`config.mk`:
```
export PLATFORM = sky130hd
export DESIGN_NAME = alarm_bank_state_manager
export DESIGN_NICKNAME = d
export VERILOG_FILES = /design/src/sv/abank_pkg.sv /design/src/sv/abank_entry_mem.sv /design/src/sv/abank_update.sv /design/src/sv/alarm_bank_state_manager.sv
export SDC_FILE = /design/constraint.sdc
export NUM_CORES = 2
export LEC_CHECK = 0
export ABC_AREA = 1
export BUFFER_PORTS_ARGS = -buffer_cell sky130_fd_sc_hd__buf_2
export CAP_MARGIN = 20
export CORE_MARGIN = 5
export CORE_UTILIZATION = 40
export DETAILED_ROUTE_END_ITERATION = 10
export PLACE_DENSITY_LB_ADDON = 0.25
export REMOVE_ABC_BUFFERS = 1
export SYNTH_ARGS = -nofsm -noshare
export SYNTH_HDL_FRONTEND = slang
export SYNTH_HIERARCHICAL = 1
export SYNTH_SLANG_ARGS = --single-unit
```
`constraint.sdc`:
```
create_clock -name clk_i -period 26.3 [get_ports clk_i]
set_input_delay 3.945 -clock clk_i [delete_from_list [all_inputs] [get_ports clk_i]]
set_output_delay 3.945 -clock clk_i [all_outputs]
set_load 0.01 [all_outputs]
```
`src/sv/abank_pkg.sv`:
```
// Types shared by the alarm bank modules: command and result words, the
// stored entry record and the control group from the update logic. No dependencies.
package abank_pkg;

  typedef enum logic [3:0] {
    CMD_CONFIGURE  = 4'd0,
    CMD_SAMPLE     = 4'd1,
    CMD_ACK        = 4'd2,
    CMD_SHELVE     = 4'd3,
    CMD_UNSHELVE   = 4'd4,
    CMD_SUPPRESS   = 4'd5,
    CMD_UNSUPPRESS = 4'd6,
    CMD_ENABLE     = 4'd7,
    CMD_DISABLE    = 4'd8
  } cmd_e;

  typedef enum logic [2:0] {
    COND_NORMAL     = 3'd0,
    COND_UNACK      = 3'd1,
    COND_ACK        = 3'd2,
    COND_RTN_UNACK  = 3'd3,
    COND_SHELVED    = 3'd4,
    COND_SUPPRESSED = 3'd5,
    COND_OOS        = 3'd6
  } cond_e;

  typedef enum logic [1:0] {
    STATUS_OK      = 2'd0,
    STATUS_UNCONF  = 2'd1,
    STATUS_FULL    = 2'd2
  } status_e;

  typedef struct packed {
    logic [3:0]         cmd;
    logic [3:0]         alarm_index;
    logic signed [31:0] sample_value;
    logic signed [31:0] new_setpoint;
    logic [30:0]        new_deadband;
    logic [1:0]         new_urgency;
  } cmd_t;

  typedef struct packed {
    logic [1:0]  status;
    logic [3:0]  entry_index;
    logic [2:0]  entry_condition;
    logic [15:0] entry_occurrences;
    logic        became_active;
    logic [15:0] total_active;
    logic [15:0] active_low;
    logic [15:0] active_medium;
    logic [15:0] active_high;
    logic [15:0] active_critical;
  } result_t;

  typedef struct packed {
    cond_e              cond;
    logic [1:0]         urgency;
    logic signed [31:0] setpoint;
    logic [30:0]        deadband;
    logic [15:0]        occurrences;
    logic               enabled;
    logic               suppressed;
    logic               shelved;
  } entry_t;

  typedef struct packed {
    logic [1:0]  status;
    logic [3:0]  entry_index;
    logic [2:0]  entry_condition;
    logic [15:0] entry_occurrences;
    logic        became_active;
  } item_res_t;

  typedef struct packed {
    logic       wr_en;
    logic       slot_inc;
    logic       cnt_up;
    logic       cnt_dn;
    logic [1:0] urgency;
  } upd_ctrl_t;

endpackage

```
`src/sv/abank_entry_mem.sv`:
```
// Entry store of the alarm bank: one synchronous memory of entry records,
// one write port and one read port with registered read data. Uses abank_pkg.
module abank_entry_mem #(
  parameter int DEPTH = 16,
  parameter int AW    = 4
) (
  input  logic                clk_i,
  input  logic                wr_en_i,
  input  logic [AW-1:0]       wr_addr_i,
  input  abank_pkg::entry_t   wr_data_i,
  input  logic                rd_en_i,
  input  logic [AW-1:0]       rd_addr_i,
  output abank_pkg::entry_t   rd_data_o
);
  import abank_pkg::*;

  entry_t mem_q [DEPTH];
  entry_t rd_data_q;

  always_ff @(posedge clk_i) begin
    if (wr_en_i) begin
      mem_q[wr_addr_i] <= wr_data_i;
    end
    if (rd_en_i) begin
      rd_data_q <= mem_q[rd_addr_i];
    end
  end

  assign rd_data_o = rd_data_q;

endmodule

```
`src/sv/abank_update.sv`:
```
// Read-modify-write logic of the alarm bank: from the command word and the
// entry just read it forms the entry to write back and the item result. Uses abank_pkg.
module abank_update #(
  parameter int NUM_ENTRIES = 16,
  parameter int AW          = 4,
  parameter int CW          = 5
) (
  input  abank_pkg::cmd_t     cmd_i,
  input  abank_pkg::entry_t   entry_i,
  input  logic [CW-1:0]       count_i,
  output abank_pkg::upd_ctrl_t ctrl_o,
  output logic [AW-1:0]       wr_addr_o,
  output abank_pkg::entry_t   wr_data_o,
  output abank_pkg::item_res_t res_o
);
  import abank_pkg::*;

  cmd_e               op;
  entry_t             cur;
  entry_t             nxt;
  logic               unconf;
  logic               full;
  logic               live;
  logic               trip;
  logic               clear;
  logic signed [32:0] clr_lvl;
  logic signed [32:0] val_ext;

  assign op  = cmd_e'(cmd_i.cmd);
  assign cur = entry_i;

  assign unconf = (32'(cmd_i.alarm_index) >= 32'(count_i)) ||
                  (32'(cmd_i.alarm_index) >= 32'(NUM_ENTRIES));
  assign full   = 32'(count_i) >= 32'(NUM_ENTRIES);

  // The clear level is taken one bit wider so that it never wraps.
  assign clr_lvl = $signed({cur.setpoint[31], cur.setpoint}) - $signed({2'b00, cur.deadband});
  assign val_ext = $signed({cmd_i.sample_value[31], cmd_i.sample_value});
  assign trip    = cmd_i.sample_value >= cur.setpoint;
  assign clear   = val_ext < clr_lvl;
  assign live    = cur.enabled && !cur.suppressed && !cur.shelved;

  always_comb begin
    nxt           = cur;
    ctrl_o        = '0;
    ctrl_o.urgency = cur.urgency;
    wr_addr_o     = AW'(cmd_i.alarm_index);
    res_o         = '0;

    if (op == CMD_CONFIGURE) begin
      nxt.cond        = COND_NORMAL;
      nxt.urgency     = cmd_i.new_urgency;
      nxt.setpoint    = cmd_i.new_setpoint;
      nxt.deadband    = cmd_i.new_deadband;
      nxt.occurrences = '0;
      nxt.enabled     = 1'b1;
      nxt.suppressed  = 1'b0;
      nxt.shelved     = 1'b0;
      wr_addr_o       = AW'(count_i);
      if (full) begin
        res_o.status = STATUS_FULL;
      end else begin
        ctrl_o.wr_en      = 1'b1;
        ctrl_o.slot_inc   = 1'b1;
        res_o.entry_index = 4'(count_i);
      end
    end else if (unconf) begin
      res_o.status      = STATUS_UNCONF;
      res_o.entry_index = cmd_i.alarm_index;
    end else begin
      ctrl_o.wr_en = 1'b1;
      unique case (op)
        CMD_SAMPLE: begin
          if (live) begin
            if (trip && cur.cond == COND_NORMAL) begin
              nxt.cond = COND_UNACK;
              if (cur.occurrences != 16'hFFFF) begin
                nxt.occurrences = cur.occurrences + 16'd1;
              end
              ctrl_o.cnt_up       = 1'b1;
              res_o.became_active = 1'b1;
            end else if (clear && (cur.cond == COND_ACK || cur.cond == COND_UNACK)) begin
              nxt.cond = COND_RTN_UNACK;
            end
          end
        end
        CMD_ACK: begin
          if (cur.cond == COND_UNACK) begin
            nxt.cond = COND_ACK;
          end else if (cur.cond == COND_RTN_UNACK) begin
            nxt.cond      = COND_NORMAL;
            ctrl_o.cnt_dn = 1'b1;
          end
        end
        CMD_SHELVE: begin
          if (cur.cond != COND_OOS) begin
            nxt.shelved = 1'b1;
            nxt.cond    = COND_SHELVED;
          end
          if (cur.cond == COND_UNACK || cur.cond == COND_ACK ||
              cur.cond == COND_RTN_UNACK) begin
            ctrl_o.cnt_dn = 1'b1;
          end
        end
        CMD_UNSHELVE: begin
          if (cur.cond == COND_SHELVED) begin
            nxt.shelved = 1'b0;
            nxt.cond    = COND_NORMAL;
          end
        end
        CMD_SUPPRESS: begin
          nxt.suppressed = 1'b1;
          if (cur.cond != COND_OOS) begin
            nxt.cond = COND_SUPPRESSED;
          end
        end
        CMD_UNSUPPRESS: begin
          nxt.suppressed = 1'b0;
          if (cur.cond == COND_SUPPRESSED) begin
            nxt.cond = COND_NORMAL;
          end
        end
        CMD_ENABLE: begin
          nxt.enabled = 1'b1;
          if (cur.cond == COND_OOS) begin
            nxt.cond = COND_NORMAL;
          end
        end
        CMD_DISABLE: begin
          nxt.enabled = 1'b0;
          nxt.cond    = COND_OOS;
        end
        default: begin
          // Unknown codes leave the entry as it is and just report it.
        end
      endcase
      res_o.entry_index       = cmd_i.alarm_index;
      res_o.entry_condition   = nxt.cond;
      res_o.entry_occurrences = nxt.occurrences;
    end
  end

  assign wr_data_o = nxt;

endmodule

```
`src/sv/alarm_bank_state_manager.sv`:
```
// Top level of the alarm bank state manager: command sequencer, active
// totals and the result register. Uses abank_pkg, abank_entry_mem, abank_update.
//
// Usage. A command word is taken at a rising edge where start is high and
// busy is low. The block then raises busy for one cycle while it reads the
// addressed entry from the entry memory (registered read data), updates
// it and writes it back. The result word appears on result_o together with
// done_o for exactly one cycle, once the busy cycle is over, and is taken
// by the receiver at the end of that cycle; there is no way for the
// receiver to hold it off, so it must capture it then.
// A new command may be issued in the same cycle the previous result is
// shown; a command still in flight holds busy, so no new one is taken.
// This is set by the read-then-write of the entry memory;
// busy keeps two commands from touching the same entry at once.
// Reset clears the number of configured entries, the active totals, the
// sequencer and done_o. The entry memory is not cleared: an entry's
// contents are only used once a configure command has written them.
module alarm_bank_state_manager #(
  parameter int NUM_ENTRIES = 16
) (
  input  logic               clk_i,
  input  logic               rst_ni,
  input  logic               start,
  output logic               busy,
  input  abank_pkg::cmd_t    cmd_i,
  output logic               done_o,
  output abank_pkg::result_t result_o
);
  import abank_pkg::*;

  localparam int AW = (NUM_ENTRIES > 1) ? $clog2(NUM_ENTRIES) : 1;
  localparam int CW = $clog2(NUM_ENTRIES + 1);

  typedef enum logic {
    S_IDLE,
    S_EXEC
  } state_e;

  state_e        state_q;
  logic          done_q;
  result_t       result_q;
  logic [CW-1:0] count_q;
  logic [15:0]   total_q;
  logic [15:0]   urg_q [4];
  cmd_t          cmd_q;

  logic          accept;
  entry_t        rd_entry;
  entry_t        wr_entry;
  logic [AW-1:0] wr_addr;
  upd_ctrl_t     ctrl;
  item_res_t     item_res;
  logic [15:0]   total_d;
  logic [15:0]   urg_d [4];

  assign busy   = (state_q == S_EXEC);
  assign accept = start && !busy;

  // The command word is held for the execute cycle.
  always_ff @(posedge clk_i) begin
    if (accept) begin
      cmd_q <= cmd_i;
    end
  end

  abank_entry_mem #(
    .DEPTH (NUM_ENTRIES),
    .AW    (AW)
  ) u_mem (
    .clk_i     (clk_i),
    .wr_en_i   (busy && ctrl.wr_en),
    .wr_addr_i (wr_addr),
    .wr_data_i (wr_entry),
    .rd_en_i   (accept),
    .rd_addr_i (AW'(cmd_i.alarm_index)),
    .rd_data_o (rd_entry)
  );

  abank_update #(
    .NUM_ENTRIES (NUM_ENTRIES),
    .AW          (AW),
    .CW          (CW)
  ) u_upd (
    .cmd_i     (cmd_q),
    .entry_i   (rd_entry),
    .count_i   (count_q),
    .ctrl_o    (ctrl),
    .wr_addr_o (wr_addr),
    .wr_data_o (wr_entry),
    .res_o     (item_res)
  );

  // Saturating totals. A command raises or clears at most one alarm, so
  // at most one of the two adjustments applies.
  always_comb begin
    total_d = total_q;
    for (int u = 0; u < 4; u++) begin
      urg_d[u] = urg_q[u];
    end
    if (ctrl.cnt_up) begin
      if (total_q != 16'hFFFF) begin
        total_d = total_q + 16'd1;
      end
      if (urg_q[ctrl.urgency] != 16'hFFFF) begin
        urg_d[ctrl.urgency] = urg_q[ctrl.urgency] + 16'd1;
      end
    end else if (ctrl.cnt_dn) begin
      if (total_q != 16'd0) begin
        total_d = total_q - 16'd1;
      end
      if (urg_q[ctrl.urgency] != 16'd0) begin
        urg_d[ctrl.urgency] = urg_q[ctrl.urgency] - 16'd1;
      end
    end
  end

  always_ff @(posedge clk_i or negedge rst_ni) begin
    if (!rst_ni) begin
      state_q  <= S_IDLE;
      done_q   <= 1'b0;
      result_q <= '0;
      count_q  <= '0;
      total_q  <= '0;
      for (int u = 0; u < 4; u++) begin
        urg_q[u] <= '0;
      end
    end else begin
      done_q <= 1'b0;
      unique case (state_q)
        S_IDLE: begin
          if (start) begin
            state_q <= S_EXEC;
          end
        end
        S_EXEC: begin
          state_q <= S_IDLE;
          done_q  <= 1'b1;
          total_q <= total_d;
          for (int u = 0; u < 4; u++) begin
            urg_q[u] <= urg_d[u];
          end
          if (ctrl.slot_inc) begin
            count_q <= count_q + CW'(1);
          end
          result_q.status            <= item_res.status;
          result_q.entry_index       <= item_res.entry_index;
          result_q.entry_condition   <= item_res.entry_condition;
          result_q.entry_occurrences <= item_res.entry_occurrences;
          result_q.became_active     <= item_res.became_active;
          result_q.total_active      <= total_d;
          result_q.active_low        <= urg_d[0];
          result_q.active_medium     <= urg_d[1];
          result_q.active_high       <= urg_d[2];
          result_q.active_critical   <= urg_d[3];
        end
        default: begin
          state_q <= S_IDLE;
        end
      endcase
    end
  end

  assign done_o   = done_q;
  assign result_o = result_q;

endmodule

```
== Yosys cells after proc, flatten, opt, wreduce, memory -nomap -nowiden ==
Memory sizes are Yosys's and may differ from the RTL's. A register that Yosys moved wholly into a read port is not among the register bits.
Index checks and enable logic that the tools add are counted.
Operators by class
  add/sub/neg operators: 7
  $lt $le $gt $ge: 6
  equal/unequal tests: 20
  muxes and demuxes: 65
  bitwise operators: 2
  reductions and logical operators: 22
Operators by type and width (number)
  $mux W64: 4
  $mux W16: 11
  $bwmux W64: 2
  $mux W65: 1
  $add A16 B1 Y16 const B: 3
  $ne A16 B16 Y1 const B: 3
  $mux W20: 2
  $mux W19: 2
  $mux W3: 12
  $lt A32 B33 Y1: 1
  $sub A32 B32 Y33: 1
  $bmux W16 S2: 1
  $demux W16 S2: 1
  $ge A32 B32 Y1: 1
  $reduce_bool A16 Y1: 2
  $sub A16 B1 Y16 const B: 2
  $pmux W3 S8: 1
  $eq A4 B3 Y1 const B: 4
  $mux W1: 16
  $pmux W1 S2: 5
  $eq A3 B3 Y1 const B: 3
  $eq A4 B2 Y1 const B: 2
  $mux W2: 4
  $mux W4: 2
  other kinds (22): 36
Word-level totals
  register bits after elaboration: 218
  RAM bits: 1392
  input bits: 108
  output and inout port bits: 108
  memories kept: 1
Memory list
  u_mem.mem_q: words 16, width 87, rd ports 1, clocked after Yosys merged registers in 1, wr ports 1, line abank_entry_mem.sv:17  | entry_t mem_q [DEPTH];

== Longest topological paths before layout ==
  depth after elaboration: 9
  mapped depth: 33
  gate-level depth less buffers: 33

== Hierarchy ==
The synthesis kept the hierarchy.
By module, submodules not included
  abank_entry_mem: times used 1, cells an instance 5714, area an instance 61980.7 sq um
  alarm_bank_state_manager: times used 1, cells an instance 1048, area an instance 9888.2 sq um
  abank_update: times used 1, cells an instance 1007, area an instance 5491.5 sq um

== Worst setup path before layout ==
No wires, ideal clock.
  path type: in2reg
  start: input start
  end: register state_q, in the netlist busy
  library setup time: 972 ps
  arrival time: 12033 ps
  data required time: 25328 ps
  setup slack: 13294 ps
  cell stages on the path: 2
  buffers on the path: 0
  path through: inv_1 nor2_1
On the way
  cells in the longest elaborated chain, start to end: 2
Ends and longest elaborated chain
  start: declaration: line alarm_bank_state_manager.sv:23  | input logic start,
  $mux W1: line alarm_bank_state_manager.sv:131  | if (start) begin
  $pmux W1 S2: line alarm_bank_state_manager.sv:129  | unique case (state_q)
  end signal: assignment: line alarm_bank_state_manager.sv:132  | state_q <= S_EXEC;
  end signal: assignment: line alarm_bank_state_manager.sv:136  | state_q <= S_IDLE;
  end signal: assignment: line alarm_bank_state_manager.sv:157  | state_q <= S_IDLE;
  end: declaration: line alarm_bank_state_manager.sv:39  | state_e state_q;
No other way between the ends.
A chain may end at the register's enable or synchronous reset.

==> impl_metrics.yaml <==
sta:
  rsz0062_at_grt: "no"
  hold_viol_final: 0
  tightest_slew_ps: 1157
  fin_crit_sh_pct: 32.02
  setup_slack_ps: 17880
  tns_ps: 0
  setup_viol: 0
  finalHoldWorstSlack_ps: 468.5
  fin_crit_ps: 8420
  relSlewSlack_pct: 22.71
  finalClockSkew_ps: 38.71
  fmax_mhz: 118.8
  drv_slew: 0
finish:
  nets: 8208
  postLayoutCellArea_mm2: 0.08720
  drive_gt1_share_pct: 8.658
  area_delta_synth_final_pct: 12.72
  final_cells: 10660
critical_path:
  worstPathRequired_ps: 26850
  critPathMostFrequentCell: "buf_4"
  crit_path_end_kind: "flop"
  cp_slowest_stage_delay_ps: 870
  cp_data_arrival_time_ps: 8970
  cp_cell_sequence: "buf_8 > inv_8 > buf_4 > buf_4 > buf_4 > buf_4 > nand2_1 > nand3_1 > nand3_1 > nand3_1 > nand2_1"
  reg2reg_to: "u_mem/mem_q[15][84]"
  timing.rr.start: "u_mem/rd_data_o[50]"
  critPathKind: "primary input to flop"
  crit_buf_inv: 6
  rrSetupSlack_ps: 20160
  critical-path-slowest-cell: "buf_4"
  worstSetupStartpointType: "primary input"
  rr_worst_depth: 27
  path_max_fanout: 162
  cp_top_family: "buffers and inverters"
grt:
  grt_pass1_wl_um: 326400
  globalRouteOverflowTotal: 0
  grt_pass1_vias: 51630
  track_usage_pct: 21.10
  antenna_found_initial: 6
  grt_max_degree: 198
pwr:
  p_leak_nw: 38.12
  comb_power_share_pct: 8.3
  power.switching_w: 0.001467
  ir_drop_mv: 0.05162
  p_clk_share_pct: 41.5
  power_density_mw_per_mm2: 69.99
  switching_share_pct: 24.03
  p_int_w: 0.004637
  power.share.sequential_pct: 50.3
placed_design:
  dpl_cell_area_mm2: 0.08126
  dp_hpwl_um: 119900
  gp_congestion: 0.8545
  dp.cells: 10320
  place_ws_ps: 17140
  portBuffers: 215
drt:
  routed_wl_um: 218800
  avgRoutedWirePerCell_um: 20.53
  drtIter0Drc: 5307
  routed_via_density: 5.100
  drtPass1Iterations: 7
  drtAntennaViolNets: 0
  route.detailed.drc: 0
  vias: 54350
clocking:
  clock-sinks: 1697
  cts_tree: "built"
  htreeDepth: 4
  clockRootBuffer: "clkbuf_16"
  clk_pin_slew_ps: 60
  postCtsSetupBuffers: 0
  clock_latency_ps: 830
  numCtsBuffers: 182
  cts_max_path_buffers: 3
  cts_resized: 0
  cts_hold_buffers: 0
yosys:
  yosysMostFrequentCell: "nand2_1"
  synth_top_area_share_pct: 61.49
  synth_commonest_cells: "nand2_1, edfxtp_1, inv_1"
  syn_inst: 7769
  yosys.area.top_type: "edfxtp_1"
  synth_edf_count: 1584
  synth_warnings: 6
  synth_area_leaders: "edfxtp_1, nand2_1, nand3_1"
  ys_dominant_reg_cell: "edfxtp_1"
  yosys.cell_types.count: 58
  async_flop_share_pct: 6.659
  synth_seq_cells: 1697
  ys_seq_area_share_pct: 65.14
  avgSynthCellArea_um2: 9.958
  syn-cell-area_mm2: 0.07736
floorplan:
  die_w_um: 449.8
  die-area_mm2: 0.2023
  core_area_mm2: 0.1924
  io_pins: 216
  std_cell_rows: 161
  initial_core_util_pct: 40.21
  die_y_um: 449.8
flow_run:
  maxCapViolations: 0
min_path:
  hold_end: "result_o[88]"
  hold_depth: 2
  hp-class: "flop to flop"
  hp-start: "result_o[88]"
outcome:
  status: "finished clean"
-- cell usage in the layout (no fill, tap or decap), types with 13 or more instances in the layout --
master     instances
buf_2            210
nor2_4            25
xnor2_1           26
nand4_1           21
buf_4            146
nand3_1         1144
a21oi_1           82
o21ai_1           21
edfxtp_1        1584
bufinv_16         15
inv_1           1265
o21ai_0          129
xor2_1            23
nor2_1           134
nand2_1         2600
ha_1             118
clkinv_2          26
clkinv_1          42
nand2_2           16
nor3_1            13
clkbuf_16        186
clkbuf_1          41
dfrtp_1          113
-- area by class of cell --
| type | instances | area, µm² |
|---|---|---|
| antenna | 1 | 2.502 |
| clock buffer | 229 | 4836 |
| timing repair buffer | 367 | 2345 |
| clock inverter | 106 | 1050 |
| multi-input combinational | 4453 | 20570 |
| inverter | 1279 | 4841 |
| fill | 17820 | 105200 |
| tap | 2526 | 3161 |
| sequential | 1697 | 50390 |
-- worst min-delay path: cells and delay by family (launching register included) --
family | cells | cell delay [ps]
DFF | 1 | 330
and+or+nand+nor | 2 | 110
-- registers in the layout, indices dropped and copies added (netlist names), named ones only --
signal and cells:
u_mem/mem_q 1392, result_o 26, u_mem/rd_data_o 87, total_q 16
cmd_q 105, busy 1, done_o 1, urg_q 60
count_q 5
-- worst max path at each step --
stage,startpoint,end,slack (ps),cells past startpoint
floorplan,start,busy,13290,2
global placement,cmd_i[97],u_mem/rd_data_o[10],17240,11
detailed placement,cmd_i[97],u_mem/rd_data_o[8],17140,11
CTS,cmd_i[97],u_mem/rd_data_o[6],17990,11
global route,cmd_i[97],u_mem/rd_data_o[8],17600,11
finish,cmd_i[97],u_mem/rd_data_o[6],17880,11
-- kinds of logic (layout without fill, tap and decap cells) --
group                      after synthesis  count (layout)  synth area share, %
xor gates and xnor gates                49              49               0.5548
muxes                                    1               1              0.01294
AOI/OAI and AO/OA                      290             290                2.065
and+or+nand+nor                       3993            3993                21.82
other                                    0               1                    0
buffers and inverters                 1619            1981                8.444
adders and majority gates              120             120                1.960
DFF                                   1697            1697                65.14
-- layer usage --
layer	share of wire, %	track usage, %	up-vias
li1	-	-	25700
met3	6.4	2.824	361
met4	3.4	7.511	0
met2	48	35.28	1934
met1	42	28.31	26360
met5	0	0	-
-- power groups by stage --
stage / Sequential, W / Combinational, W / Clock [W]
6_report: 0.00307 / 0.000505 / 0.00253
2_1_floorplan: 0.00312 / 0.000293 / 0
3_3_place_gp: 0.00312 / 0.000490 / 0
4_1_cts: 0.00307 / 0.000501 / 0.00258
5_1_grt: 0.00307 / 0.000557 / 0.00270
3_5_place_dp: 0.00312 / 0.000499 / 0
-- per-stage QoR --
step                      utilization (%)  total power (W)
final                               45.33         0.006104
after global routing                45.33         0.006326
after CTS                           45.30         0.006148
after detailed placement            42.24         0.003623
after global placement              42.19         0.003613
after floorplan                         -         0.003418
No activity file was read; power rests on OpenSTA's default activity.
